`src/rtl/bsd_pkg.sv`:
```
// bsd_pkg: shared types and constants for the bend segment detector
// no dependencies; imported by bsd_step, bend_segment_detector and bsd_checker
package bsd_pkg;

   localparam logic [7:0] CentreAngle    = 8'd90;
   localparam logic [6:0] ThresholdReset = 7'd10;

   // one steering sample
   typedef struct packed {
      logic [15:0] position;
      logic [7:0]  angle;
   } req_type;

   // one closed-bend record
   typedef struct packed {
      logic [7:0]  bend_index;
      logic        bend_kind;
      logic [7:0]  peak_angle;
      logic [15:0] start_pos;
      logic [15:0] end_pos;
      logic [15:0] start_edge_pos;
      logic [15:0] end_edge_pos;
   } rsp_type;

   // tracking state carried from sample to sample
   typedef struct packed {
      logic [7:0]  prev_angle;
      logic        prev_falling;
      logic        prev_below_centre;
      logic        in_bend;
      logic [15:0] edge_out_pos;
      logic [15:0] edge_in_pos;
      logic [15:0] last_turn_pos;
      logic [15:0] open_start_pos;
      logic [15:0] open_start_edge;
      logic        open_kind;
      logic [7:0]  open_peak;
      logic [7:0]  bend_count;
   } state_type;

   localparam state_type StateReset = '{
      prev_angle:        CentreAngle,
      prev_falling:      1'b1,
      prev_below_centre: 1'b0,
      in_bend:           1'b0,
      edge_out_pos:      16'd0,
      edge_in_pos:       16'd0,
      last_turn_pos:     16'd0,
      open_start_pos:    16'd0,
      open_start_edge:   16'd0,
      open_kind:         1'b0,
      open_peak:         8'd0,
      bend_count:        8'd0
   };

endpackage

```
`src/rtl/bsd_step.sv`:
```
// bsd_step: combinational next-state and record logic for one sample
// depends on bsd_pkg
module bsd_step
   import bsd_pkg::*;
(
   input  state_type  cur_state,
   input  req_type    sample,
   input  logic [6:0] band_threshold,
   output state_type  nxt_state,
   output logic       emit,
   output rsp_type    record
);

   logic              falling;
   logic              below;
   logic              turn;
   logic signed [9:0] a;
   logic signed [9:0] p;
   logic signed [9:0] hi;
   logic signed [9:0] lo;
   logic              above_hi;
   logic              below_lo;

   assign a  = signed'({2'b00, sample.angle});
   assign p  = signed'({2'b00, cur_state.prev_angle});
   assign hi = signed'({2'b00, CentreAngle}) + signed'({3'b000, band_threshold});
   assign lo = signed'({2'b00, CentreAngle}) - signed'({3'b000, band_threshold});

   assign above_hi = a > hi;
   assign below_lo = a < lo;

   always_comb begin
      if (sample.angle < cur_state.prev_angle) begin
         falling = 1'b1;
      end else if (sample.angle > cur_state.prev_angle) begin
         falling = 1'b0;
      end else begin
         falling = cur_state.prev_falling;
      end
      below = sample.angle < CentreAngle;
      turn  = (below != cur_state.prev_below_centre) || (falling != cur_state.prev_falling);
   end

   always_comb begin
      nxt_state = cur_state;
      emit      = 1'b0;

      // band edge crossings, seen by the turning-point logic below
      if (!cur_state.in_bend) begin
         if ((p < hi && a >= hi) || (p > lo && a <= lo)) begin
            nxt_state.edge_out_pos = sample.position;
         end
      end else begin
         if ((p > hi && a <= hi) || (p < lo && a >= lo)) begin
            nxt_state.edge_in_pos = sample.position;
         end
      end

      if (turn) begin
         if (!cur_state.in_bend) begin
            if (above_hi || below_lo) begin
               nxt_state.in_bend         = 1'b1;
               nxt_state.open_kind       = above_hi;
               nxt_state.open_peak       = sample.angle;
               nxt_state.open_start_edge = nxt_state.edge_out_pos;
               nxt_state.open_start_pos  = cur_state.last_turn_pos;
            end
         end else if (!above_hi && !below_lo) begin
            emit                 = 1'b1;
            nxt_state.in_bend    = 1'b0;
            nxt_state.bend_count = cur_state.bend_count + 8'd1;
         end else if (above_hi) begin
            if (cur_state.open_peak < sample.angle) begin
               nxt_state.open_peak = sample.angle;
            end
         end else begin
            if (cur_state.open_peak > sample.angle) begin
               nxt_state.open_peak = sample.angle;
            end
         end
         nxt_state.last_turn_pos = sample.position;
      end

      nxt_state.prev_falling      = falling;
      nxt_state.prev_angle        = sample.angle;
      nxt_state.prev_below_centre = below;
   end

   always_comb begin
      record.bend_index     = cur_state.bend_count;
      record.bend_kind      = cur_state.open_kind;
      record.peak_angle     = cur_state.open_peak;
      record.start_pos      = cur_state.open_start_pos;
      record.end_pos        = sample.position;
      record.start_edge_pos = cur_state.open_start_edge;
      record.end_edge_pos   = nxt_state.edge_in_pos;
   end

endmodule

```
`src/rtl/bend_segment_detector.sv`:
```
// bend_segment_detector: top level, turns steering samples into closed-bend records
// depends on bsd_pkg and bsd_step
//
//  channel | direction | handshake           | payload
//  req_    | in        | req_valid/req_stall | req_type  (position, angle)
//  rsp_    | out       | rsp_valid/rsp_stall | rsp_type  (one closed-bend record)
//  csr_    | in        | csr_valid/csr_ready | band_threshold, 7 bit
//
// one sample per cycle while req_stall is low; a record passes from its sample through the
// input register, then step logic into the result register
// reset: synchronous, active high; threshold returns to 10, tracking state clears
// a stalled result holds; the input register drains only when the result slot
// is free or being taken, so rsp_stall reaches req_stall in the same cycle
module bend_segment_detector
   import bsd_pkg::*;
(
   input  logic       clock,
   input  logic       reset,
   input  logic       req_valid,
   output logic       req_stall,
   input  req_type    req_data,
   output logic       rsp_valid,
   input  logic       rsp_stall,
   output rsp_type    rsp_data,
   input  logic       csr_valid,
   output logic       csr_ready,
   input  logic [6:0] csr_data
);

   // configuration
   logic [6:0] threshold_ff;
   logic [6:0] threshold_in;

   // input register
   logic       in_valid_ff;
   logic       in_valid_in;
   req_type    in_data_ff;

   // tracking state
   state_type  state_ff;
   state_type  state_in;

   // result register
   logic       rsp_valid_ff;
   logic       rsp_valid_in;
   rsp_type    rsp_data_ff;

   state_type  step_state;
   logic       step_emit;
   rsp_type    step_record;

   logic       req_accept;
   logic       advance;

   // csr write is always taken; writes must come only while idle, not enforced
   assign csr_ready    = 1'b1;
   assign threshold_in = (csr_valid && csr_ready) ? csr_data : threshold_ff;

   // the held sample goes through whenever the result slot can take a record
   assign advance    = in_valid_ff && (!rsp_valid_ff || !rsp_stall);
   assign req_stall  = in_valid_ff && !advance;
   assign req_accept = req_valid && !req_stall;

   assign in_valid_in = req_accept ? 1'b1 : (advance ? 1'b0 : in_valid_ff);

   bsd_step u_step (
      .cur_state      (state_ff),
      .sample         (in_data_ff),
      .band_threshold (threshold_ff),
      .nxt_state      (step_state),
      .emit           (step_emit),
      .record         (step_record)
   );

   assign state_in = advance ? step_state : state_ff;

   // new record replaces one taken in this cycle; otherwise hold while stalled
   always_comb begin
      if (advance && step_emit) begin
         rsp_valid_in = 1'b1;
      end else if (rsp_stall) begin
         rsp_valid_in = rsp_valid_ff;
      end else begin
         rsp_valid_in = 1'b0;
      end
   end

   always_ff @(posedge clock) begin
      if (reset) begin
         threshold_ff <= ThresholdReset;
         in_valid_ff  <= 1'b0;
         state_ff     <= StateReset;
         rsp_valid_ff <= 1'b0;
      end else begin
         threshold_ff <= threshold_in;
         in_valid_ff  <= in_valid_in;
         state_ff     <= state_in;
         rsp_valid_ff <= rsp_valid_in;
      end
   end

   // payload registers, no reset
   always_ff @(posedge clock) begin
      if (req_accept) begin
         in_data_ff <= req_data;
      end
      if (advance && step_emit) begin
         rsp_data_ff <= step_record;
      end
   end

   assign rsp_valid = rsp_valid_ff;
   assign rsp_data  = rsp_data_ff;

endmodule

```
`config.mk`:
```
export PLATFORM = sky130hd
export DESIGN_NAME = bend_segment_detector
export DESIGN_NICKNAME = d
export VERILOG_FILES = /design/src/rtl/bsd_pkg.sv /design/src/rtl/bsd_step.sv /design/src/rtl/bend_segment_detector.sv
export SDC_FILE = /design/constraint.sdc
export NUM_CORES = 1
export LEC_CHECK = 0
export ABC_AREA = 1
export BUFFER_PORTS_ARGS = -buffer_cell sky130_fd_sc_hd__buf_4
export CORE_MARGIN = 5
export CORE_UTILIZATION = 60
export CTS_BUF_LIST = sky130_fd_sc_hd__clkbuf_8
export DETAILED_ROUTE_END_ITERATION = 16
export GPL_TIMING_DRIVEN = 0
export HOLD_SLACK_MARGIN = 0.15
export PLACE_DENSITY = 0.82
export SYNTH_ARGS = -nofsm -noshare
export SYNTH_HDL_FRONTEND = slang
export SYNTH_SLANG_ARGS = --single-unit
export TNS_END_PERCENT = 5
```
`constraint.sdc`:
```
create_clock -name clock -period 3.9 [get_ports clock]
set_input_delay 0.585 -clock clock [delete_from_list [all_inputs] [get_ports clock]]
set_output_delay 0.585 -clock clock [all_outputs]
set_load 0.005 [all_outputs]
```
After elaboration in Yosys (flattened, before gate mapping)
Index checks and enable logic that the tools add are counted.

Add/subtract/negate cells: 3. Multiply operators: 0. Divide/modulo/power cells: 0. $lt $le $gt $ge: 15. Equal/unequal tests: 6. Shift operators: 0. Muxes and demuxes: 22. Bitwise operators: 1. Reduce and logical (&&, ||, !) cells: 26.

Operators with widths (count): 16-bit 2-to-1 mux (4); 8-bit 2-to-1 mux (6); 9-bit by 10-bit < comparator with 1-bit output (3); 8-bit greater-than comparator (3); 9-bit by 10-bit greater-or-equal comparator with 1-bit output (2); 9-bit by 10-bit greater-than comparator with 1-bit output (2); 9-bit by 10-bit less-or-equal comparator with 1-bit output (2); 8-bit < comparator (2); 1-bit 2-to-1 mux (12); 1-bit logical AND (9); 7-bit by 7-bit adder with 8-bit output, first input constant (1); 8-bit by 1-bit adder with 8-bit output, second input constant (1); 8-bit by 7-bit < comparator with 1-bit output, second input constant (1); 4-bit AND reduction (2); 7-bit by 7-bit subtractor with 8-bit output, first input constant (1); 1-bit zero test (6); 6-bit AND reduction (1); 1-bit logical OR (5); 2-bit nonzero test (2); 3-bit by 1-bit != test with 1-bit output, second input constant (1); 3-bit != test, second input constant (1); 1-bit != test (2); 2-bit by 1-bit != test with 1-bit output, second input constant (1); 2-bit != test, second input constant (1); 2 further kinds (2).

Register bits: 222. Bits in latches: 0. Bits in writable memories: 0. Bits in read-only memories: 0. Bits of input ports: 36. Output and inout port bits: 84. Word-level logic and storage cells: 97. Memories: 0.

Depth between registers and ports, before layout
Gate-level depths: netlist of run 1.

Depth in word-level cells: 9. Mapped depth: 21. Depth with buffers taken out: 20.

Cells and area by module
A second synthesis of run 1 with hierarchy kept.

Cells, all modules: 1528. Area, all modules: 12273.0 um^2.

By module, submodules not included: bend_segment_detector (times used 1, cells each 850, area each 8234.1 um^2, seq. area each 5495.3 um^2); bsd_step (times used 1, cells each 678, area each 4038.9 um^2, seq. area each 0.0 um^2).

Worst setup path before layout of run 1
OpenSTA, ideal clock, no wires.

Path kind: register to register. Start: register threshold_ff[1]. End: register rsp_data_ff, in the netlist rsp_data[0], enable pin. Arrival time: 3091 ps. Required time: 3498 ps. Setup slack: 407 ps. Stages on the path, launching flop included: 17. Clock period less this slack: 3493 ps. Cell sequence: dfxtp_1 inv_1 ha_1 inv_1 nand4_1 xor2_1 ha_1 nand2_1 nor2_1 o21ai_0 o211ai_1 nand3_1 nand3_1 nand3_1 inv_2 nand2_2 inv_2.

Cells in the longest elaborated chain, start to end: 8. Elaborated cells on any way between the ends: 11. Classes of those cells: 2 x add/sub; 2 x order compare; 3 x mux; 4 x reduce/logical.

RTL lines: start: declaration (line bend_segment_detector.sv:31) `logic [6:0] threshold_ff;`; start signal: assignment (line bend_segment_detector.sv:90) `threshold_ff <= ThresholdReset;`; start signal: assignment (line bend_segment_detector.sv:95) `threshold_ff <= threshold_in;`; 7-bit by 7-bit subtractor with 8-bit output / 7-bit by 7-bit adder with 8-bit output (equally long branches) (line bsd_step.sv:27, bsd_step.sv:26); 9-bit by 10-bit < comparator with 1-bit output / 8-bit greater-than comparator (equally long branches) (line bsd_step.sv:30, bsd_step.sv:29); 1-bit zero test (line bsd_step.sv:68) `end else if (!above_hi && !below_lo) begin`; 1-bit logical AND (*) (line bsd_step.sv:68); 1-bit 2-to-1 mux (*) (line bsd_step.sv:68); 1-bit 2-to-1 mux (*) (line bsd_step.sv:60) `if (!cur_state.in_bend) begin`; 1-bit 2-to-1 mux (*) (line bsd_step.sv:59) `if (turn) begin`; 1-bit logical AND (*) (line bend_segment_detector.sv:107) `if (advance && step_emit) begin`; end signal: assignment (line bend_segment_detector.sv:108) `rsp_data_ff <= step_record;`; end: declaration (line bend_segment_detector.sv:46) `rsp_type rsp_data_ff;`.

Mark *: on every way between the ends. The rest lies on a longest branch, timed or not. A chain may end at the register's enable or synchronous reset.

Worst setup path after layout of run 1
Start: register threshold_ff[1]. End: register rsp_data_ff, in the netlist rsp_data[5], enable pin.

Same word-level chain as after synthesis.

==> results of run 1 <==
layout make-up:
class,instances,share of cell area (%)
multi-input combinational,683,30.5
clock buffer,43,5.14
timing repair buffer,118,7.81
sequential,222,47.7
inverter,102,3.46
buffer,41,1.97
clock inverter,23,1.04
tap,216,2.35
layer usage:
layer  track usage [%]  vias to the layer above  wire, um
met4              10.7                        0       790
li1                  -                     3800         -
met5                 0                        -         0
met2              39.8                      369     10400
met3              4.89                       68      2010
met1              32.6                     3529      9500
state kept, by name, summed over array words and instances (netlist names):
| signal | count |
|---|---|
| threshold_ff | 7 |
| in_data_ff | 24 |
| rsp_data | 81 |
| state_ff | 108 |
| in_valid_ff | 1 |
| rsp_valid | 1 |
cell usage in the layout, fill, tap and decap left out, types with 6 or more instances in the layout:
master,count
a21oi_1,45
buf_4,123
buf_6,6
clkbuf_1,24
clkbuf_8,43
clkinv_1,7
dfxtp_1,117
edfxtp_1,105
ha_1,45
inv_1,108
nand2_1,188
nand2_2,7
nand3_1,112
nand4_1,10
nor2_1,167
o211ai_1,7
o21a_1,18
o21ai_0,39
o21ai_1,16
xor2_1,6
worst max path at each step:
stage                         start      endpoint  depth (start not counted)
floorplan           threshold_ff[1]   rsp_data[0]                         16
global placement    threshold_ff[1]  rsp_data[42]                         16
detailed placement  threshold_ff[1]  rsp_data[43]                         17
CTS                 threshold_ff[1]   rsp_data[5]                         17
global route        threshold_ff[1]   rsp_data[5]                         17
finish              threshold_ff[1]   rsp_data[5]                         17
through the flow:
step / util (%) / worst slack (ns)
global placement: 68.0 / -0.437
detailed placement: 68.2 / 0.130
floorplan: - / 0.407
global route: 72.7 / 0.00552
CTS: 72.6 / 0.0455
finish: 72.7 / 0.225
logic make-up (layout without fill, tap and decap cells):
group / Yosys count / in the layout
AOI/OAI and AO/OA: 131 / 131
buffers and inverters: 143 / 327
adders and majority gates: 45 / 45
xor gates and xnor gates: 9 / 9
other: 1 / 1
and+or+nand+nor: 497 / 497
DFF: 222 / 222
power by group through the flow:
stage                     Combinational, mW  Clock (mW)  Sequential, mW
after floorplan                       0.590           0            2.69
after global placement                0.757           0            2.73
after detailed placement              0.782           0            2.74
after CTS                             0.792        1.99            2.69
after global routing                  0.912        2.10            2.70
final                                 0.803        1.96            2.69
==> impl_metrics.env, run 1 <==
export IMPL_hold_violations=0
export IMPL_fp_dieW_um=137
export IMPL_dp_hpwl_um=15800
export IMPL_clk_pin_slew_ns=0.06
export IMPL_synthDistinctLibCells=36
export IMPL_power_frac_seq_pct=49.4
export IMPL_synth_warnings=0
export IMPL_place_inst=1382
export IMPL_timing_final_crit_share_pct=94.2
export IMPL_hold_class="primary input to flip-flop"
export IMPL_ir_drop_uv=285
export IMPL_synth_compound_area_share_pct=7.64
export IMPL_min_delay_path_depth=1
export IMPL_antenna_cells=0
export IMPL_timing_fmax_ghz=0.272
export IMPL_finalNonFillerCells=1448
export IMPL_p_leak_nw=5.26
export IMPL_regArea_um2=5500
export IMPL_cp_max_fo=49
export IMPL_internal_power_mw=3.94
export IMPL_critical_path_buf_inv_count=5
export IMPL_cts_resized=0
export IMPL_cp_end_kind="flip-flop"
export IMPL_r2r_slack_ns=0.22
export IMPL_start_kind="flip-flop"
export IMPL_status="complete, no violations"
export IMPL_drt_first_pass_iters=6
export IMPL_worst_slew_pin_slew_ns=1.00
export IMPL_wl_um=22700
export IMPL_synth_top_family_by_area="simple AND/OR/NAND/NOR gates"
export IMPL_drcViolationCount=0
export IMPL_yosysTopAreaCellShare_pct=32.8
export IMPL_yosysMostFrequentCell="nand2_1"
export IMPL_synthTopCellsByArea="edfxtp_1 (33%), dfxtp_1 (24%), nand2_1 (7.3%)"
export IMPL_clkPwrFrac_pct=35.9
export IMPL_die_h_um=137
export IMPL_grt_max_degree=50
export IMPL_clock_skew_ns=0.0139
export IMPL_synth_top_cell_by_area="edfxtp_1"
export IMPL_num_rows=46
export IMPL_cts_buffers=36
export IMPL_crit_path_max_incr_delay_ns=0.52
export IMPL_layout_nets=1285
export IMPL_grt_pass1_wl_um=36400
export IMPL_ys_ff_latch=222
export IMPL_setup_violations_final=0
export IMPL_r2r_end="rsp_data[5]"
export IMPL_syn_area_um2=9620
export IMPL_fp_coreArea_um2=15800
export IMPL_synthCells=1048
export IMPL_seq_area_frac_synth_pct=57.2
export IMPL_max_cap_viol_count=0
export IMPL_p_sw_mw=1.51
export IMPL_hp_start="req_data[0]"
export IMPL_antenna_found_initial=0
export IMPL_vias=7766
export IMPL_crit_top_cell="nand3_1"
export IMPL_worst_setup_path_type="flip-flop to flip-flop"
export IMPL_clock_sinks=222
export IMPL_viasPerCell=5.36
export IMPL_start_util_pct=60.8
export IMPL_r2r_cells=17
export IMPL_holdPathEnd="in_data_ff[0]"
export IMPL_finalSetupTns_ns=0
export IMPL_clock_latency_ns=0.52
export IMPL_clockBufferDepth=3
export IMPL_drive_gt1_share_pct=16.8
export IMPL_grt_setup_unrepaired="no"
export IMPL_port_buffers=117
export IMPL_synthFlopType="dfxtp_1"
export IMPL_p_per_area_nw_per_um2=474
export IMPL_synth_adder_area_share_pct=5.86
export IMPL_root_buffer="clkbuf_8"
export IMPL_track_usage_pct=24.7
export IMPL_cts_tree="yes"
export IMPL_synth_edff_count=105
export IMPL_maxSlewViolCount=0
export IMPL_h_tree_depth=2
export IMPL_async_flop_share_pct=0
export IMPL_synth_simple_area_share_pct=22.1
export IMPL_wire_per_inst_um=15.7
export IMPL_crit_arrival_ns=3.87
export IMPL_path_cells="inv_1 -> ha_1 -> inv_1 -> nand4_1 -> xor2_1 -> ha_1 -> nand2_1 -> nor2_1 -> o21ai_0 -> o211ai_1 -> nand3_1 -> nand3_1 -> nand3_1 -> inv_2 -> nand2_2 -> clkinv_8 -> buf_12"
export IMPL_synthMuxAreaShare_pct=0
export IMPL_grt_overflow=0
export IMPL_stdcell_area_um2=11500
export IMPL_synth_nets=1129
export IMPL_crit_slowest_cell="dfxtp_1"
export IMPL_fin_crit_ns=3.68
export IMPL_fin_total_pwr_mw=5.46
export IMPL_multi_input_area_um2=3510
export IMPL_gp_congestion=0.899
export IMPL_slew_headroom_pct=33.3
export IMPL_syn_avg_cell_area_um2=9.18
export IMPL_required_ns=4.10
export IMPL_syn2layout_area_growth_pct=19.7
export IMPL_grt_pass1_vias=7504
export IMPL_synth_commonest_cells="nand2_1 (188), nor2_1 (167), dfxtp_1 (117), nand3_1 (112), edfxtp_1 (105)"
export IMPL_placed_area_um2=10800
export IMPL_post_cts_buffers=0
export IMPL_fillCellCount=1177
export IMPL_dieArea_um2=18700
export IMPL_p_sw_share_pct=27.7
export IMPL_cpLargestDelayFamily="simple AND/OR/NAND/NOR gates"
export IMPL_ctsHoldBuffers=0
export IMPL_pwr_share_comb_pct=14.7
export IMPL_first_iter_violations=710
export IMPL_synth_xor_area_share_pct=0.820
export IMPL_hold_slack_ns=0.238
export IMPL_r2r_start="threshold_ff[1]"
export IMPL_postRouteAntennaNets=0
export IMPL_ios=120
(Power assumes the default switching activity.)
==> run 2: changes to the inputs <==
--- a/config.mk
+++ b/config.mk
@@ -7,13 +7,15 @@
 export LEC_CHECK = 0
 export ABC_AREA = 1
 export BUFFER_PORTS_ARGS = -buffer_cell sky130_fd_sc_hd__buf_4
+export CELL_PAD_IN_SITES_DETAIL_PLACEMENT = 0
+export CELL_PAD_IN_SITES_GLOBAL_PLACEMENT = 1
 export CORE_MARGIN = 5
-export CORE_UTILIZATION = 60
+export CORE_UTILIZATION = 46
 export CTS_BUF_LIST = sky130_fd_sc_hd__clkbuf_8
 export DETAILED_ROUTE_END_ITERATION = 16
 export GPL_TIMING_DRIVEN = 0
 export HOLD_SLACK_MARGIN = 0.15
-export PLACE_DENSITY = 0.82
+export PLACE_DENSITY_LB_ADDON = 0.1
 export SYNTH_ARGS = -nofsm -noshare
 export SYNTH_HDL_FRONTEND = slang
 export SYNTH_SLANG_ARGS = --single-unit
==> run 2 against run 1 <==
Worst hold slack got worse by 0.016 ns. Final cell count rose by 4.0%. Register-to-register slack improved by 0.03 ns. Via count fell by 4.2%. Sequential power barely moved. Utilization fell by 16 points. Largest power group unchanged. Total power fell by 1.6%. Sequential share of layout area fell by 0.14 points. Global-route usage fell by 5.2 points. Clock power fell by 5%.
==> impl_metrics.env, run 2 (synthesized netlist as in run 1, its figures left out) <==
export IMPL_ios=120
export IMPL_crit_slowest_cell="dfxtp_1"
export IMPL_clock_sinks=222
export IMPL_hold_class="primary input to flip-flop"
export IMPL_start_kind="flip-flop"
export IMPL_layout_nets=1287
export IMPL_grt_pass1_vias=7127
export IMPL_fillCellCount=1913
export IMPL_path_cells="inv_1 -> ha_1 -> inv_1 -> nand4_1 -> xor2_1 -> ha_1 -> nand2_1 -> nor2_1 -> o21ai_0 -> o211ai_1 -> nand3_1 -> nand3_1 -> nand3_1 -> inv_2 -> nand2_2 -> inv_4 -> buf_16"
export IMPL_die_h_um=155
export IMPL_syn2layout_area_growth_pct=20.0
export IMPL_fp_coreArea_um2=20400
export IMPL_p_per_area_nw_per_um2=465
export IMPL_crit_top_cell="nand3_1"
export IMPL_drt_first_pass_iters=6
export IMPL_gp_congestion=0.881
export IMPL_timing_fmax_ghz=0.275
export IMPL_stdcell_area_um2=11500
export IMPL_clockBufferDepth=3
export IMPL_antenna_cells=0
export IMPL_num_rows=52
export IMPL_crit_arrival_ns=3.83
export IMPL_ir_drop_uv=301
export IMPL_dieArea_um2=23900
export IMPL_placed_area_um2=10900
export IMPL_drive_gt1_share_pct=16.7
export IMPL_status="complete, no violations"
export IMPL_timing_final_crit_share_pct=93.3
export IMPL_ctsHoldBuffers=0
export IMPL_antenna_found_initial=0
export IMPL_grt_overflow=0
export IMPL_clk_pin_slew_ns=0.06
export IMPL_grt_max_degree=77
export IMPL_start_util_pct=47.1
export IMPL_cp_end_kind="flip-flop"
export IMPL_first_iter_violations=465
export IMPL_dp_hpwl_um=16900
export IMPL_wl_um=23500
export IMPL_cts_resized=0
export IMPL_hold_slack_ns=0.222
export IMPL_postRouteAntennaNets=0
export IMPL_wire_per_inst_um=15.6
export IMPL_grt_setup_unrepaired="no"
export IMPL_clock_skew_ns=0.0195
export IMPL_root_buffer="clkbuf_8"
export IMPL_port_buffers=117
export IMPL_worst_setup_path_type="flip-flop to flip-flop"
export IMPL_max_cap_viol_count=0
export IMPL_cp_max_fo=76
export IMPL_grt_pass1_wl_um=37300
export IMPL_h_tree_depth=2
export IMPL_maxSlewViolCount=0
export IMPL_crit_path_max_incr_delay_ns=0.52
export IMPL_multi_input_area_um2=3510
export IMPL_regArea_um2=5500
export IMPL_worst_slew_pin_slew_ns=1.06
export IMPL_setup_violations_final=0
export IMPL_mostFrequentLayoutCells="nand2_1 (188), nor2_1 (167), buf_4 (123)"
export IMPL_largest_register="state_ff"
export IMPL_largest_reg_flops=108
export IMPL_cts_tree="yes"
export IMPL_slew_headroom_pct=29.3
export IMPL_track_usage_pct=19.5
export IMPL_fin_crit_ns=3.64
export IMPL_post_cts_buffers=0
export IMPL_cts_buffers=38
export IMPL_p_leak_nw=5.25
export IMPL_final_common_cell="nand2_1"
export IMPL_drcViolationCount=0
export IMPL_required_ns=4.09
export IMPL_viasPerCell=4.94
export IMPL_utilization_pct=56.5
export IMPL_fp_dieW_um=155
export IMPL_hold_violations=0
export IMPL_clock_latency_ns=0.55
export IMPL_vias=7442
-- run 2: path summary, 6_finish.rpt --
| path | depth (start not counted) | startpoint | endpoint | slack (ns) |
|---|---|---|---|---|
| min reg2reg | 0 | state_ff[28] | rsp_data[27] | 0.43 |
| max reg2reg | 17 | threshold_ff[1] | rsp_data[43] | 0.26 |
| max | 17 | threshold_ff[1] | rsp_data[43] | 0.26 |
| min | 1 | req_data[4] | in_data_ff[4] | 0.22 |
-- run 2: per-layer routing --
layer / GRT usage, % / part of all wire, %
met5: 0 / 0
met4: 5.09 / 1.5
met3: 4.16 / 5.8
met2: 31.8 / 46
met1: 26.7 / 46
-- run 2: final cells by class --
class                           count  share of cell area, %
Clock buffer                       39                   4.65
Sequential cell                   222                   47.6
Multi-Input combinational cell    683                   30.4
Clock inverter                     31                   1.25
Buffer                             41                   1.96
Timing Repair Buffer              118                   7.85
Tap cell                          270                   2.93
Inverter                          102                   3.36
-- run 2: power by group --
group	total, mW	switching, mW	leakage [nW]	internal, mW
clock	1.87	0.928	0.398	0.943
sequential	2.70	0.115	1.93	2.58
combinational	0.799	0.505	2.91	0.294
-- run 2: worst max-delay path: cells and delay by family (launching register included) --
family | cells | cell delay (ns)
AOI/OAI and AO/OA | 2 | 0.17
and+or+nand+nor | 7 | 0.94
adders and majority gates | 2 | 0.51
buffers and inverters | 5 | 0.84
DFF | 1 | 0.52
xor gates and xnor gates | 1 | 0.21
-- run 2: per-stage QoR --
stage	setup WS, ns	power [mW]	std cells	setup TNS, ns
after CTS	0.275	5.42	1506	0
after detailed placement	0.306	3.54	1436	0
after global routing	0.0251	5.67	1506	0
after floorplan	0.407	3.28	1048	0
after global placement	-0.505	3.53	1435	-41.29
final	0.260	5.37	1506	0
